File: config.mk
export PLATFORM = sky130hd
export DESIGN_NAME = hex_data_command_line_parser
export DESIGN_NICKNAME = d
export VERILOG_FILES = /design/src/hw/rtl/hdcl_pkg.sv /design/src/hw/rtl/hdcl_front.sv /design/src/hw/rtl/hdcl_fifo.sv /design/src/hw/rtl/hdcl_back.sv /design/src/hw/rtl/hex_data_command_line_parser.sv
export SDC_FILE = /design/constraint.sdc
export NUM_CORES = 1
export LEC_CHECK = 0
export BUFFER_PORTS_ARGS = -buffer_cell sky130_fd_sc_hd__buf_2
export CORE_MARGIN = 1
export CORE_UTILIZATION = 50
export CTS_BUF_LIST = sky130_fd_sc_hd__clkbuf_2
export DETAILED_ROUTE_END_ITERATION = 7
export GPL_TIMING_DRIVEN = 0
export PLACE_DENSITY = 0.72
export SLEW_MARGIN = 5
export SYNTH_ARGS = -nofsm -noshare
export SYNTH_HDL_FRONTEND = slang
export SYNTH_SLANG_ARGS = --single-unit
File: constraint.sdc
create_clock -name clk -period 3.8 [get_ports clk]
set_input_delay 0.19 -clock clk [delete_from_list [all_inputs] [get_ports clk]]
set_output_delay 0.19 -clock clk [all_outputs]
set_load 0.01 [all_outputs]
File: src/hw/rtl/hdcl_pkg.sv
`timescale 1ns / 1ps

package hdcl_pkg;

  // default limits
  localparam int MAX_TOKENS_DEF  = 10;
  localparam int QUEUE_DEPTH_DEF = 4;

  // special characters
  localparam logic [7:0] CH_NEWLINE = 8'h0A;
  localparam logic [7:0] CH_SPACE   = 8'h20;
  localparam logic [7:0] CH_D       = 8'h44;
  localparam logic [7:0] CH_A       = 8'h41;
  localparam logic [7:0] CH_T       = 8'h54;

  // result kinds
  localparam logic [1:0] KIND_DATA   = 2'd0;
  localparam logic [1:0] KIND_ACCEPT = 2'd1;
  localparam logic [1:0] KIND_IGNORE = 2'd2;

  // keyword progress once the whole keyword has matched
  localparam logic [2:0] KW_DONE = 3'd4;

  // event handed from the front to the back: up to two result words
  typedef struct packed {
    logic       has_data;
    logic [7:0] data_byte;
    logic [3:0] byte_index;
    logic       has_line;
    logic [1:0] line_kind;
    logic [3:0] frame_len;
  } ev_t;

  // hex digit value, non-hex characters give 0
  function automatic logic [3:0] hex_nibble(input logic [7:0] c);
    logic [7:0] v;
    v = 8'd0;
    if (c >= 8'h30 && c <= 8'h39) v = c - 8'h30;
    else if (c >= 8'h41 && c <= 8'h46) v = c - 8'd55;
    else if (c >= 8'h61 && c <= 8'h66) v = c - 8'd87;
    return v[3:0];
  endfunction

  // characters of the keyword "DATA"
  function automatic logic [7:0] kw_char(input logic [1:0] p);
    logic [7:0] ch;
    unique case (p)
      2'd0: ch = CH_D;
      2'd1: ch = CH_A;
      2'd2: ch = CH_T;
      2'd3: ch = CH_A;
      default: ch = CH_A;
    endcase
    return ch;
  endfunction

endpackage

File: src/hw/rtl/hdcl_front.sv
`timescale 1ns / 1ps

module hdcl_front #(
  parameter int MAX_TOKENS = hdcl_pkg::MAX_TOKENS_DEF
) (
  input  logic               clk,
  input  logic               rst,
  input  logic               in_valid,
  output logic               in_stall,
  input  logic [7:0]         rx_byte,
  input  logic               q_full,
  output logic               push,
  output hdcl_pkg::ev_t      push_ev
);

  localparam int TCW = $clog2(MAX_TOKENS + 1);

  logic [TCW-1:0] tc, tc_next;
  logic           in_tok, in_tok_next;
  logic [1:0]     cp, cp_next;
  logic [7:0]     acc, acc_next;
  logic [2:0]     kp, kp_next;
  logic           kf, kf_next;

  logic           accept;
  logic           is_nl;
  logic           is_sep;
  logic           start;
  logic [1:0]     cp_eff;
  logic [3:0]     nib;
  logic [2:0]     kp_try;
  logic [TCW+3:0] tc_ext;
  logic [TCW+3:0] idx_diff;
  logic [TCW+3:0] len_diff;

  // the queue sets the pace of the input side
  assign in_stall = q_full;
  assign accept   = in_valid && !q_full;

  assign is_nl  = (rx_byte == hdcl_pkg::CH_NEWLINE);
  assign is_sep = is_nl || (rx_byte == hdcl_pkg::CH_SPACE);
  assign nib    = hdcl_pkg::hex_nibble(rx_byte);

  // index and length are reported modulo 16
  assign tc_ext   = {4'b0, tc};
  assign idx_diff = tc_ext - (TCW+4)'(2);
  assign len_diff = tc_ext - (TCW+4)'(1);

  // classify the word and update line state
  always_comb begin
    tc_next     = tc;
    in_tok_next = in_tok;
    cp_next     = cp;
    acc_next    = acc;
    kp_next     = kp;
    kf_next     = kf;
    push_ev     = '0;
    start       = 1'b0;
    cp_eff      = cp;
    kp_try      = 3'd0;
    if (accept) begin
      if (is_sep) begin
        // a separator closes the current token
        if (in_tok && kf && (tc >= TCW'(2))) begin
          push_ev.has_data   = 1'b1;
          push_ev.data_byte  = acc;
          push_ev.byte_index = idx_diff[3:0];
        end
        in_tok_next = 1'b0;
        if (is_nl) begin
          push_ev.has_line = 1'b1;
          if (kf && (tc >= TCW'(1))) begin
            push_ev.line_kind = hdcl_pkg::KIND_ACCEPT;
            push_ev.frame_len = len_diff[3:0];
          end else begin
            push_ev.line_kind = hdcl_pkg::KIND_IGNORE;
          end
          tc_next  = '0;
          cp_next  = 2'd0;
          acc_next = 8'd0;
          kp_next  = 3'd0;
          kf_next  = 1'b0;
        end
      end else begin
        // token character, maybe opening a new token
        start = !in_tok && (tc < TCW'(MAX_TOKENS));
        if (start) begin
          tc_next     = tc + TCW'(1);
          in_tok_next = 1'b1;
          cp_eff      = 2'd0;
          acc_next    = 8'd0;
        end
        if (in_tok || start) begin
          if (tc_next == TCW'(1)) begin
            // keyword search inside the first token
            if (!kf) begin
              if (rx_byte == hdcl_pkg::kw_char(kp[1:0])) begin
                kp_try = {1'b0, kp[1:0]} + 3'd1;
              end else begin
                kp_try = (rx_byte == hdcl_pkg::CH_D) ? 3'd1 : 3'd0;
              end
              kp_next = kp_try;
              if (kp_try >= hdcl_pkg::KW_DONE) begin
                kf_next = 1'b1;
                kp_next = hdcl_pkg::KW_DONE;
              end
            end
          end else begin
            // hex decode of the first two characters
            unique case (cp_eff)
              2'd0:    acc_next = {nib, 4'b0};
              2'd1:    acc_next = acc | {4'b0, nib};
              default: acc_next = acc;
            endcase
          end
          cp_next = (cp_eff < 2'd2) ? cp_eff + 2'd1 : cp_eff;
        end
      end
    end
  end

  assign push = accept && (push_ev.has_data || push_ev.has_line);

  always_ff @(posedge clk) begin
    if (rst) begin
      tc     <= '0;
      in_tok <= 1'b0;
      cp     <= 2'd0;
      acc    <= 8'd0;
      kp     <= 3'd0;
      kf     <= 1'b0;
    end else begin
      tc     <= tc_next;
      in_tok <= in_tok_next;
      cp     <= cp_next;
      acc    <= acc_next;
      kp     <= kp_next;
      kf     <= kf_next;
    end
  end

endmodule

File: src/hw/rtl/hdcl_fifo.sv
`timescale 1ns / 1ps

module hdcl_fifo #(
  parameter int DEPTH = hdcl_pkg::QUEUE_DEPTH_DEF
) (
  input  logic          clk,
  input  logic          rst,
  input  logic          push,
  input  hdcl_pkg::ev_t push_ev,
  input  logic          pop,
  output hdcl_pkg::ev_t head_ev,
  output logic          full,
  output logic          empty
);

  localparam int PW = (DEPTH > 1) ? $clog2(DEPTH) : 1;
  localparam int CW = $clog2(DEPTH + 1);

  hdcl_pkg::ev_t  mem [DEPTH];
  logic [PW-1:0]  wr_ptr;
  logic [PW-1:0]  rd_ptr;
  logic [CW-1:0]  count;
  logic           do_push;
  logic           do_pop;

  assign full    = (count == CW'(DEPTH));
  assign empty   = (count == '0);
  assign do_push = push && !full;
  assign do_pop  = pop && !empty;
  assign head_ev = mem[rd_ptr];

  // event storage
  always_ff @(posedge clk) begin
    if (do_push) begin
      mem[wr_ptr] <= push_ev;
    end
  end

  // pointers and fill count
  always_ff @(posedge clk) begin
    if (rst) begin
      wr_ptr <= '0;
      rd_ptr <= '0;
      count  <= '0;
    end else begin
      if (do_push) begin
        wr_ptr <= (wr_ptr == PW'(DEPTH - 1)) ? '0 : wr_ptr + PW'(1);
      end
      if (do_pop) begin
        rd_ptr <= (rd_ptr == PW'(DEPTH - 1)) ? '0 : rd_ptr + PW'(1);
      end
      if (do_push && !do_pop) begin
        count <= count + CW'(1);
      end else if (do_pop && !do_push) begin
        count <= count - CW'(1);
      end
    end
  end

endmodule

File: src/hw/rtl/hdcl_back.sv
`timescale 1ns / 1ps

module hdcl_back (
  input  logic          clk,
  input  logic          rst,
  input  logic          q_empty,
  input  hdcl_pkg::ev_t head_ev,
  output logic          pop,
  output logic          out_valid,
  input  logic          out_stall,
  output logic [1:0]    kind,
  output logic [7:0]    data_byte,
  output logic [3:0]    byte_index,
  output logic [3:0]    frame_len,
  output logic          last
);

  logic       load;
  logic       pend;
  logic [1:0] pend_kind;
  logic [3:0] pend_len;

  // output register frees up when empty or taken
  assign load = !out_valid || !out_stall;
  assign pop  = load && !pend && !q_empty;

  // control: output valid and pending line report
  always_ff @(posedge clk) begin
    if (rst) begin
      out_valid <= 1'b0;
      pend      <= 1'b0;
    end else if (load) begin
      if (pend) begin
        out_valid <= 1'b1;
        pend      <= 1'b0;
      end else if (!q_empty) begin
        out_valid <= 1'b1;
        pend      <= head_ev.has_data && head_ev.has_line;
      end else begin
        out_valid <= 1'b0;
      end
    end
  end

  // payload: data word first, line report after it
  always_ff @(posedge clk) begin
    if (load) begin
      if (pend) begin
        kind       <= pend_kind;
        data_byte  <= 8'd0;
        byte_index <= 4'd0;
        frame_len  <= pend_len;
        last       <= 1'b1;
      end else if (!q_empty) begin
        if (head_ev.has_data) begin
          kind       <= hdcl_pkg::KIND_DATA;
          data_byte  <= head_ev.data_byte;
          byte_index <= head_ev.byte_index;
          frame_len  <= 4'd0;
          last       <= !head_ev.has_line;
        end else begin
          kind       <= head_ev.line_kind;
          data_byte  <= 8'd0;
          byte_index <= 4'd0;
          frame_len  <= head_ev.frame_len;
          last       <= 1'b1;
        end
        pend_kind <= head_ev.line_kind;
        pend_len  <= head_ev.frame_len;
      end
    end
  end

endmodule

File: src/hw/rtl/hex_data_command_line_parser.sv
`timescale 1ns / 1ps
// Line parser for hex data commands, one received character per word.
// Input channel: in_valid / in_stall with rx_byte. 0x0A ends a line, 0x20
// separates tokens. A line whose first token contains DATA yields one
// result word per later token up to MAX_TOKENS (kind 0, its hex byte and
// index); every line ends with a report word: kind 1 with frame_len, or kind 2 if ignored.
// Output channel: out_valid / out_stall with kind, data_byte, byte_index,
// frame_len and last; last marks the final word caused by one character.
// Throughput: one character per cycle while the queue is not full. A
// character that ends a data token with a newline yields two words; the
// event queue between the classifier and the output stage absorbs this.
// With the queue empty, a character's first result word is written into
// the queue storage and then registered in the output stage.
// While the receiver stalls, the output word holds and the queue fills;
// in_stall rises once the queue (QUEUE_DEPTH events) is full.
// Reset clears the line state, the queue and the output valid.
module hex_data_command_line_parser #(
  parameter int MAX_TOKENS  = hdcl_pkg::MAX_TOKENS_DEF,
  parameter int QUEUE_DEPTH = hdcl_pkg::QUEUE_DEPTH_DEF
) (
  input  logic       clk,
  input  logic       rst,
  input  logic       in_valid,
  output logic       in_stall,
  input  logic [7:0] rx_byte,
  output logic       out_valid,
  input  logic       out_stall,
  output logic [1:0] kind,
  output logic [7:0] data_byte,
  output logic [3:0] byte_index,
  output logic [3:0] frame_len,
  output logic       last
);

  logic          push;
  hdcl_pkg::ev_t push_ev;
  logic          pop;
  hdcl_pkg::ev_t head_ev;
  logic          q_full;
  logic          q_empty;

  // classifier
  hdcl_front #(
    .MAX_TOKENS(MAX_TOKENS)
  ) u_front (
    .clk      (clk),
    .rst      (rst),
    .in_valid (in_valid),
    .in_stall (in_stall),
    .rx_byte  (rx_byte),
    .q_full   (q_full),
    .push     (push),
    .push_ev  (push_ev)
  );

  // event queue
  hdcl_fifo #(
    .DEPTH(QUEUE_DEPTH)
  ) u_fifo (
    .clk     (clk),
    .rst     (rst),
    .push    (push),
    .push_ev (push_ev),
    .pop     (pop),
    .head_ev (head_ev),
    .full    (q_full),
    .empty   (q_empty)
  );

  // result output stage
  hdcl_back u_back (
    .clk        (clk),
    .rst        (rst),
    .q_empty    (q_empty),
    .head_ev    (head_ev),
    .pop        (pop),
    .out_valid  (out_valid),
    .out_stall  (out_stall),
    .kind       (kind),
    .data_byte  (data_byte),
    .byte_index (byte_index),
    .frame_len  (frame_len),
    .last       (last)
  );

endmodule

=== After elaboration in Yosys (flattened, before gate mapping) ===
Memories as Yosys holds them, arrays and structs flattened. A register that Yosys moved wholly into a read port is not among the register bits.
Index checks and enable logic that the tools add are counted.

* Memory bits (writable): 80
* Bits of input ports: 12
* Flip-flop bits (word level): 52
* Bits in read-only memories: 0
* Output and inout port bits: 21
* Latch bits: 0
* Memories: 1

{| class="wikitable"
|+ Memory list
! name !! depth !! width !! read ports !! clocked after memory_dff !! wr ports !! line !! source
|-
| u_fifo.mem || 4 || 20 || 1 || 1 || 1 || hdcl_fifo.sv:19 || <nowiki>hdcl_pkg::ev_t mem [DEPTH];</nowiki>
|}

* Magnitude comparators: 11
* Shift-type cells: 0
* Eq/ne operators: 16
* Muxes and demuxes: 78
* $add $sub $neg: 12
* Div/mod/pow operators: 0
* Reductions and logical operators: 45
* $mul: 0
* Bitwise logic cells: 3

{| class="wikitable"
|+ Operator list
! kind !! number
|-
| 8-bit 2-to-1 mux || 12
|-
| 4-bit 2-to-1 mux || 14
|-
| 2-bit 2-to-1 mux || 21
|-
| 20-bit 2-to-1 mux || 2
|-
| 3-bit 2-to-1 mux || 8
|-
| 8-bit one-hot mux with 3 select lines || 1
|-
| 1-bit 2-to-1 mux || 17
|-
| 8-bit by 7-bit greater-or-equal comparator with 1-bit output (second input constant) || 2
|-
| 8-bit by 7-bit <= comparator with 1-bit output (second input constant) || 2
|-
| 1-bit logical AND || 16
|-
| 8-bit one-hot mux with 2 select lines || 1
|-
| 13-bit 2-to-1 mux || 1
|-
| 1-bit logical NOT || 9
|-
| 3-bit AND reduction || 3
|-
| 2-bit == test (second input constant) || 4
|-
| 8-bit by 4-bit == test with 1-bit output (second input constant) || 1
|-
| 8-bit by 6-bit == test with 1-bit output (second input constant) || 1
|-
| 8-bit by 7-bit == test with 1-bit output (second input constant) || 1
|-
| 8-bit == test || 1
|-
| 8-bit by 6-bit greater-or-equal comparator with 1-bit output (second input constant) || 1
|-
| 8-bit by 6-bit <= comparator with 1-bit output (second input constant) || 1
|-
| 8-bit by 4-bit OR with 8-bit output || 1
|-
| 2-bit nonzero test || 4
|-
| 4-bit by 1-bit subtractor with 4-bit output (second input constant) || 2
|-
| 27 further kinds || 39
|}

=== Longest topological paths before layout ===
Gate-level depths: netlist (run 1).

* Depth after elaboration: 23
* Depth in mapped cells: 14
* Mapped depth without buffers: 13

=== Hierarchy ===
From an unflattened synthesis (run 1), not the netlist that was laid out.

* Cell total of the unflattened synthesis: 399
* Area total of the unflattened synthesis: 5904.4 um^2

{| class="wikitable"
|+ Modules (own cells, without submodules)
! module !! area an instance (um^2) !! seq. area each (um^2) !! times used !! cells each
|-
| hdcl_fifo || 3365.7 || 2582.5 || 1 || 154
|-
| hdcl_front || 1521.5 || 360.3 || 1 || 184
|-
| hdcl_back || 1017.2 || 790.8 || 1 || 61
|}

=== Least setup slack after synthesis (run 1) ===
Ideal clock, no wire load.

* Path kind: register to register
* From: register u_front.tc[2]
* To: register u_fifo.count[2]
* Cell stages (with the launch flop): 15
* Arrival: 2793 ps
* Period minus slack after synthesis: 2864 ps
* Slack: 936 ps
* Cells stage by stage: dfxtp_1 -> buf_6 -> inv_1 -> ha_1 -> nor2b_1 -> o311ai_1 -> nor3_4 -> nor2_2 -> inv_1 -> ha_1 -> inv_1 -> fa_1 -> xor2_1 -> or3_1 -> a21oi_1

{| class="wikitable"
|+ RTL lines
! item !! line !! source
|-
| start: declaration || hdcl_front.sv:18 || <nowiki>logic [TCW-1:0] tc, tc_next;</nowiki>
|-
| start signal: assignment || hdcl_front.sv:133 || <nowiki>tc <= tc_next;</nowiki>
|-
| end signal: assignment || hdcl_fifo.sv:53 || <nowiki>count <= count + CW'(1);</nowiki>
|-
| end signal: assignment || hdcl_fifo.sv:55 || <nowiki>count <= count - CW'(1);</nowiki>
|-
| end: declaration || hdcl_fifo.sv:22 || <nowiki>logic [CW-1:0] count;</nowiki>
|}

==> results.tsv, run 1 <==
metric	value	unit
flop2flop setup slack	0.45	ns
DRT Pass-1 Iters	7	
synthesized area per cell	14.3	sq um
Placed Instance Area	0.00634	sq mm
Vias/cell	5.48	
Yosys top cell area share	0.533	
initial antenna violation count	0	
final setup fails	0	
# rows	39	
vias in the first global route	3502	
synth unique cells	58	
die area	0.0123	sq mm
post-route minimum period	3.35	ns
GPL Wtd Cong	0.851	
Worst-path clk slew	0.20	ns
required time of the critical path	4.41	ns
WP data arrival	3.95	ns
total negative slack	0	ns
chip height	111	um
CTS Sinks	134	
pin count of the biggest net entering global routing	18	
total CTS buffers	17	
Core Region	0.0115	sq mm
CTS H-Tree Depth	4	
syn_nets	449	
type of the worst min-delay path	primary input to register	
Final Hold Viols	0	
Max Slew Vio Count	0	
Layout area overhead	12.5	%
Top FF cell, synth	edfxtp_1	
Crit. End Element	register	
Critical R2R Capture	u_fifo.count[2]	
max-cap violations	0	
layout cell share with drive strength beyond 1	0.220	
CP Capture Point	u_fifo.count[2]	
tightest hold margin	0.122	ns
Mapped Area	0.00592	sq mm
worst-margin pin slew	1.01	ns
worst setup slack after layout	0.453	ns
Critical path origin	u_front.tc[2]	
Root Buffer	clkbuf_2	
fmax	299	MHz
placed insts	593	
GRT Util Overall	0.185	
CTS tree	built	
Total Routed Length	10700	um
Setup crit start kind	register	
Worst Skew	0.0329	ns
number of flops mapped to enable cells by yosys	105	
Synth area leader	edfxtp_1	
Synth warnings	0	
antenna fix cells	0	
# port buffers	31	
ANT nets after route	0	
CTS resizes	0	
R2R cell count	14	
worst skew pair latency	0.66	ns
Post-synth ARST share	0	
via count	3471	
DRT iter0 DRCs	165	
Rel. slew slack	0.312	
status	finished clean	
first-pass GRT wire length	17500	um
Tcrit/Tclk final	0.881	
Layout fillers	891	
CP Class	register to register	
register area share after synthesis	0.631	
Chip Width	111	um
drc violations	0	
Max FO, Critical Path	13	
Final HPWL DP	7550	um
design area	0.00666	sq mm
Mapped Cells	414	
setup slack at placement	0.457	ns
post-layout util	0.580	
wire per inst	16.8	um
P per Cell Area	558	mW/mm^2
# IOs	33	
gr ovfl total	0	
top post-synthesis cells by area	edfxtp_1, dfxtp_1, mux4_2	
final total power	3.72	mW
Layout Cells excl Fill	633	
final net count	512	
FF-to-FF Start	u_front.tc[2]	
CTS Buffer Depth	2	
Initial Util	0.516	
FF+latch count, synth	134	
Lkg Pwr	2.42	nW
RSZ-0062 raised after global routing	no	
worst IR drop on VDD	0.353	mV
[repair_timing]
item,CTS,global route
buffers inserted,0,0
hold buffers,8,0
hold endpoints to repair,16,0
setup endpoints to repair,0,0
[Yosys cell counts, types with 2 or more instances]
cell type and number:
a211oi_1 2, and3b_1 2, or3b_1 2, nand2_1 32, mux2i_1 5, mux4_2 19
or3b_2 2, xnor2_1 5, nor2b_1 17, ha_1 22, nand3b_1 3, nor3_1 8
clkbuf_1 6, nor2_1 23, nand3_1 4, or2_1 2, a21oi_1 19, nor4b_1 2
o2bb2ai_1 8, or3_1 2, mux2_2 3, xor2_1 3, o21bai_1 2, o21ai_0 15
dfxtp_1 29, inv_1 17, nor4_1 6, nand4_1 3, buf_2 4, a21o_1 2
edfxtp_1 105, buf_1 2, a22oi_1 3, nand2b_1 4, and2_1 8
[logic make-up after synthesis]
kind of cell    Yosys count  share of synthesized area
fa+ha+maj                23                     0.0499
buf+inv                  30                     0.0212
compound gates           65                     0.0806
mux                      27                     0.0865
xor+xnor                  8                     0.0118
simple gates            127                      0.119
flops                   134                      0.631
[routing by layer]
metal	wire (um)	GRT usage
met1	4840	0.232
met2	5420	0.317
met3	318	0.0426
met4	91	0.0640
met5	0	0
[worst max-delay path, stage by stage (launching register included)]
cell	delay (ns)
dfxtp_1	0.40
buf_6	0.15
inv_1	0.09
ha_1	0.18
nor2b_1	0.12
o311ai_1	0.74
nor3_4	0.17
nor2_2	0.37
inv_1	0.08
ha_1	0.22
inv_1	0.09
fa_1	0.18
xor2_1	0.07
or3_1	0.31
a21oi_1	0.14
[worst min path at each step]
stage                               from        endpoint  slack [ns]  depth (start not counted)
after floorplan                out_stall     u_back.pend        0.35                          2
after global placement    u_front.acc[3]  u_front.acc[3]        0.44                          1
after detailed placement  u_front.acc[7]  u_front.acc[7]        0.44                          1
after CTS                     rx_byte[6]  u_front.acc[3]        0.04                          4
after global routing          rx_byte[6]  u_front.acc[3]        0.10                          4
final                         rx_byte[6]  u_front.acc[3]        0.12                          4
[cell type report]
type / instances / area (sq um) / area share
Buffer: 13 / 61.3 / 0.00921
Multi-Input combinational cell: 250 / 2070 / 0.311
Timing Repair Buffer: 44 / 310 / 0.0466
Clock buffer: 21 / 105 / 0.0158
Inverter: 17 / 63.8 / 0.00959
Sequential cell: 134 / 3730 / 0.561
Tap cell: 143 / 179 / 0.0269
Clock inverter: 11 / 133 / 0.0199
[cell usage in the layout (no fill, tap or decap), drive strengths merged, types with 5 or more instances in the layout]
cell type and instances:
and2 8, nor3 9, dlygate4sd3 8, o2bb2ai 8
nor2 24, edfxtp 105, a21oi 19, inv 17
clkbuf 27, clkinv 7, nor2b 17, mux4 19
nor4 7, o21ai 15, nand2 32, ha 22
mux2i 5, dfxtp 29, xnor2 5, buf 43
[state kept, by name, indices dropped and copies added (netlist names), 2 cells and up, named ones only]
name               cells
u_fifo.mem            80
u_back.data_byte       8
u_front.acc            8
u_back.byte_index      4
u_back.frame_len       4
u_back.pend_len        4
u_front.tc             4
u_fifo.count           3
u_back.kind            2
u_back.pend_kind       2
u_fifo.rd_ptr          2
u_fifo.wr_ptr          2
u_front.cp             2
u_front.kp             2
[power breakdown]
part,internal (mW),switching [mW]
sequential,1.82,0.0858
combinational,0.410,0.542
clock,0.369,0.486
total,2.60,1.11
Power figures use the tool's default switching activity.
==> inputs of run 2 (changes only) <==
Settings changed: CELL_PAD_IN_SITES_DETAIL_PLACEMENT set to 1, CELL_PAD_IN_SITES_GLOBAL_PLACEMENT set to 2, CORE_MARGIN 1 to not set, CORE_UTILIZATION 50 to 46, PLACE_DENSITY 0.72 to 0.87.
==> run 2 against run 1 <==
Clock power is 16% lower; sequential share of layout area increased by 0.25 points; combinational power is essentially flat; core utilization shrank 5.3 points; highest routed layer unchanged; cell area fell by 0.45%; setup slack got worse by 0.11 ns; die area increased by 8.5%.
==> results.tsv, run 2 (synthesis results as in run 1) <==
metric	value	unit	change
placed insts	622		+4.9%
Max Slew Vio Count	0		unchanged
Layout Cells excl Fill	661		+4.4%
hold_buf cts	7		-1
total negative slack	0	ns	unchanged
commonest non-fill, non-tap cell in the layout	edfxtp_1		
type of the worst min-delay path	primary input to register		
chip height	115	um	+4.2%
vias in the first global route	3819		+9.1%
Top reg by flops	u_fifo.mem		
# IOs	33		unchanged
antenna fix cells	0		unchanged
max-cap violations	0		unchanged
CP Class	register to register		
final net count	511		-0.20%
Largest regs	u_fifo.mem x80, u_back.data_byte x8, u_front.acc x8		
Initial Util	0.471		-0.0452
Setup crit start kind	register		
total CTS buffers	17		unchanged
Final Hold Viols	0		unchanged
wire per inst	18.3	um	+8.7%
Total Routed Length	12100	um	+13%
via count	3565		+2.7%
CP max stage delay	0.74	ns	about the same
DRT iter0 DRCs	201		+22%
Critical Path, Cell by Cell	buf_6, inv_1, ha_1, nor2b_1, o311ai_1, nor3_4, nor2_2, inv_1, ha_1, inv_1, fa_1, xor2_1, or3_1, a21oi_1		
Final HPWL DP	9000	um	+19%
final total power	3.59	mW	-3.5%
drc violations	0		unchanged
DRT Pass-1 Iters	4		-3
post-layout util	0.527		-0.0532
WP data arrival	4.04	ns	+0.09 ns
CTS H-Tree Depth	4		unchanged
P per Cell Area	541	mW/mm^2	-3.1%
CTS resizes	0		unchanged
Slowest-stage cell, CP	o311ai_1		
initial antenna violation count	0		unchanged
Root Buffer	clkbuf_2		
Lkg Pwr	2.40	nW	-0.94%
Placed Instance Area	0.00637	sq mm	+0.51%
pin count of the biggest net entering global routing	18		unchanged
layout cell share with drive strength beyond 1	0.223		+0.00250
worst-margin pin slew	1.06	ns	+0.0571 ns
first-pass GRT wire length	20100	um	+15%
post-CTS setup buffers	0		unchanged
# rows	41		+5.1%
Crit. End Element	register		
RSZ-0062 raised after global routing	no		
worst IR drop on VDD	0.216	mV	-39%
Tcrit/Tclk final	0.909		+0.0280
worst setup slack after layout	0.346	ns	-0.106 ns
crit path buf inv count	4		unchanged
ANT nets after route	0		unchanged
Worst Skew	0.0367	ns	+0.00379 ns
setup slack at placement	0.406	ns	-0.0517 ns
post-route minimum period	3.45	ns	+0.106 ns
status	finished clean		
Core Region	0.0126	sq mm	+9.6%
Top delay family on crit path	simple AND/OR/NAND/NOR gates		
# port buffers	31		unchanged
GPL Wtd Cong	0.775		-8.9%
die area	0.0133	sq mm	+8.5%
final setup fails	0		unchanged
gr ovfl total	0		unchanged
CTS tree	built		
GRT Util Overall	0.206		+0.0207
Rel. slew slack	0.273		-0.0391
Max FO, Critical Path	13		unchanged
most frequent cells in the layout	edfxtp_1, buf_2, nand2_1		
fmax	290	MHz	-3.1%
required time of the critical path	4.38	ns	-0.03 ns
CTS Buffer Depth	2		unchanged
tightest hold margin	0.107	ns	-0.0154 ns
CTS Sinks	134		unchanged
max FFs per register	80		unchanged
Layout fillers	1281		+44%
design area	0.00663	sq mm	-0.45%
Chip Width	115	um	+4.2%
Vias/cell	5.39		-1.6%
Crit path top cell by count	inv_1		
Worst-path clk slew	0.15	ns	-0.05 ns
worst skew pair latency	0.68	ns	+0.02 ns
Layout area overhead	12.0	%	
==> run 2: layout make-up <==
type	count	area, sq um	share of cell area
repair buffers	43	297	0.0448
multi-input cells	250	2070	0.313
clock inverters	7	60.1	0.00906
flip-flops and latches	134	3730	0.563
clock buffers	25	125	0.0189
well taps	172	215	0.0325
plain buffers	13	61.3	0.00925
inverters	17	63.8	0.00963
==> run 2: layer usage <==
metal	track usage	up-vias	wire length (um)
met5	0	-	0
met4	0.0736	0	178
met3	0.0532	14	351
li1	-	1697	-
met1	0.258	1791	5490
met2	0.347	63	6080
==> run 2: path summary, 6_finish.rpt <==
path	end	slack, ns	startpoint	depth (start not counted)
worst min-delay path	u_front.kp[0]	0.11	rx_byte[5]	4
worst min register to register	u_front.acc[1]	0.48	u_front.acc[1]	1
worst max register to register	u_fifo.count[2]	0.35	u_front.tc[2]	14
worst max-delay path	u_fifo.count[2]	0.35	u_front.tc[2]	14
==> run 2: worst register-to-register path, cell delays in order (launching register included) <==
cell and delay, ns:
dfxtp_1 0.41, buf_6 0.16, inv_1 0.10, ha_1 0.19
nor2b_1 0.13, o311ai_1 0.74, nor3_4 0.17, nor2_2 0.40
inv_1 0.09, ha_1 0.22, inv_1 0.08, fa_1 0.18
xor2_1 0.08, or3_1 0.32, a21oi_1 0.13
==> run 2: power by group <==
| group | internal (mW) | switching, mW | total (mW) |
|---|---|---|---|
| clock network | 0.250 | 0.465 | 0.715 |
| logic | 0.402 | 0.552 | 0.954 |
| registers | 1.82 | 0.0935 | 1.92 |
| total | 2.48 | 1.11 | 3.59 |
==> inputs of run 3 (changes only) <==
--- a/config.mk
+++ b/config.mk
@@ -10,2 +10,3 @@
 export CELL_PAD_IN_SITES_GLOBAL_PLACEMENT = 2
+export CORE_MARGIN = 2
 export CORE_UTILIZATION = 46
--- a/constraint.sdc
+++ b/constraint.sdc
@@ -3,2 +3,2 @@
 set_output_delay 0.19 -clock clk [all_outputs]
-set_load 0.01 [all_outputs]
+set_load 0.05 [all_outputs]
==> run 3 against run 2 <==
Maximum frequency rose by 3.7%; cell area rose by 1.1%; sequential power barely moved; total power rose by 14%; first-iteration DRC count rose by 49%; cell count did not move; non-clock buffer count did not move; combinational power rose by 39%; highest routed layer unchanged.
==> results.tsv, run 3 (synthesis results as in run 1) <==
metric	value	unit	change
Root Buffer	clkbuf_2		
post-layout util	0.533		+0.00577
worst-margin pin slew	1.09	ns	+0.0277 ns
CTS Sinks	134		unchanged
most frequent cells in the layout	edfxtp_1, buf_2, nand2_1		
CTS tree	built		
Setup crit start kind	register		
total negative slack	0	ns	unchanged
Chip Width	117	um	+1.7%
met1 wire length	5340	um	-2.8%
post-route minimum period	3.33	ns	-0.125 ns
Max FO, Critical Path	8		-5
pin count of the biggest net entering global routing	18		unchanged
final net count	511		unchanged
drc violations	0		unchanged
# rows	41		unchanged
Final Hold Viols	0		unchanged
first-pass GRT wire length	20700	um	+2.8%
RSZ-0062 raised after global routing	no		
status	finished clean		
# port buffers	31		unchanged
type of the worst min-delay path	primary input to register		
Max Slew Vio Count	0		unchanged
met3 wire length	355	um	+1.1%
gr ovfl total	0		unchanged
worst skew pair latency	0.69	ns	about the same
DRT iter0 DRCs	299		+49%
# IOs	33		unchanged
wire per inst	18.8	um	+2.6%
WP data arrival	3.93	ns	-0.11 ns
worst IR drop on VDD	0.219	mV	+1.6%
Crit. End Element	register		
vias in the first global route	3894		+2.0%
Total Routed Length	12400	um	+2.6%
CTS H-Tree Depth	4		unchanged
antenna fix cells	0		unchanged
initial antenna violation count	0		unchanged
Final HPWL DP	9070	um	+0.78%
Vias/cell	5.41		+0.39%
GRT Util Overall	0.194		-0.0118
Tcrit/Tclk final	0.876		-0.0328
total CTS buffers	17		unchanged
max FFs per register	80		unchanged
final setup fails	0		unchanged
P per Cell Area	610	mW/mm^2	+13%
Initial Util	0.471		unchanged
die area	0.0138	sq mm	+3.5%
DRT Pass-1 Iters	6		+2
commonest non-fill, non-tap cell in the layout	edfxtp_1		
DR WL met2	6520	um	+7.3%
Worst-path clk slew	0.19	ns	+0.04 ns
Top Layer Used	met4		
Worst Skew	0.0481	ns	+0.0114 ns
Rel. slew slack	0.254		-0.0189
fmax	300	MHz	+3.7%
required time of the critical path	4.40	ns	+0.02 ns
CP Class	register to register		
chip height	117	um	+1.7%
layout cell share with drive strength beyond 1	0.227		+0.00409
Core Region	0.0126	sq mm	unchanged
ANT nets after route	0		unchanged
CTS Buffer Depth	2		unchanged
Top reg by flops	u_fifo.mem		
max-cap violations	0		unchanged
GPL Wtd Cong	0.804		+3.7%
Layout area overhead	13.2	%	
post-CTS setup buffers	0		unchanged
Lkg Pwr	2.41	nW	+0.62%
via count	3579		+0.39%
Largest regs	u_fifo.mem x80, u_back.data_byte x8, u_front.acc x8		
-- run 3: cell count changes in the layout (fill, tap and decap cells not counted), sizes merged --
cell / change
clkbuf: -7
inv: +6
bufinv: +1
-- run 3: repair_timing --
action	CTS	global route
hold endpoints to repair	18	0
hold buffers	7	0
gates resized for setup	0	1
setup endpoints to repair	0	1
-- run 3: report_power, final --
part | total [mW] | switching [mW] | internal, mW
Combinational | 1.33 | 0.925 | 0.405
Sequential | 1.91 | 0.0910 | 1.82
Clock | 0.844 | 0.532 | 0.311
Total | 4.09 | 1.55 | 2.54
-- run 3: routing by layer --
metal  vias up  track usage
met5         -            0
met4         0       0.0693
met3        18       0.0428
met2        74        0.341
met1      1794        0.237
li1       1693            -
-- run 3: final cells by class --
class	instances	area, sq um
fillers	1262	5870
flip-flops and latches	134	3730
multi-input cells	250	2080
repair buffers	43	309
well taps	172	215
clock inverters	14	148
clock buffers	18	90.1
inverters	17	63.8
plain buffers	13	61.3
-- run 3: final timing paths --
| kind | start | to | slack (ns) | depth (start not counted) |
|---|---|---|---|---|
| max | u_fifo.count[0] | u_fifo.count[2] | 0.47 | 11 |
| min | rx_byte[5] | u_front.kp[0] | 0.07 | 4 |
| max reg2reg | u_fifo.count[0] | u_fifo.count[2] | 0.47 | 11 |
| min reg2reg | u_front.acc[7] | u_front.acc[7] | 0.48 | 1 |
-- run 3: stage by stage --
stage               cell area, sq um  hold slack [ns]  worst slack (ns)  power [mW]  instances
floorplan                       5920            0.354             0.936        2.93        414
global placement                6290            0.441            0.0162        3.20        617
detailed placement              6380            0.443             0.334        3.28        622
CTS                             6690           0.0241             0.310        4.13        661
global route                    6700           0.0485             0.112        4.30        661
finish                          6700           0.0705             0.471        4.09        661
-- run 3: critical path, stage by stage (launching register included) --
cell     delay (ns)
dfxtp_1        0.48
or3b_2         0.24
nand3_1        0.32
nor2_1         0.60
nor2_2         0.22
inv_1          0.10
ha_1           0.18
inv_1          0.07
fa_1           0.43
xor2_1         0.17
or3_1          0.30
a21oi_1        0.16
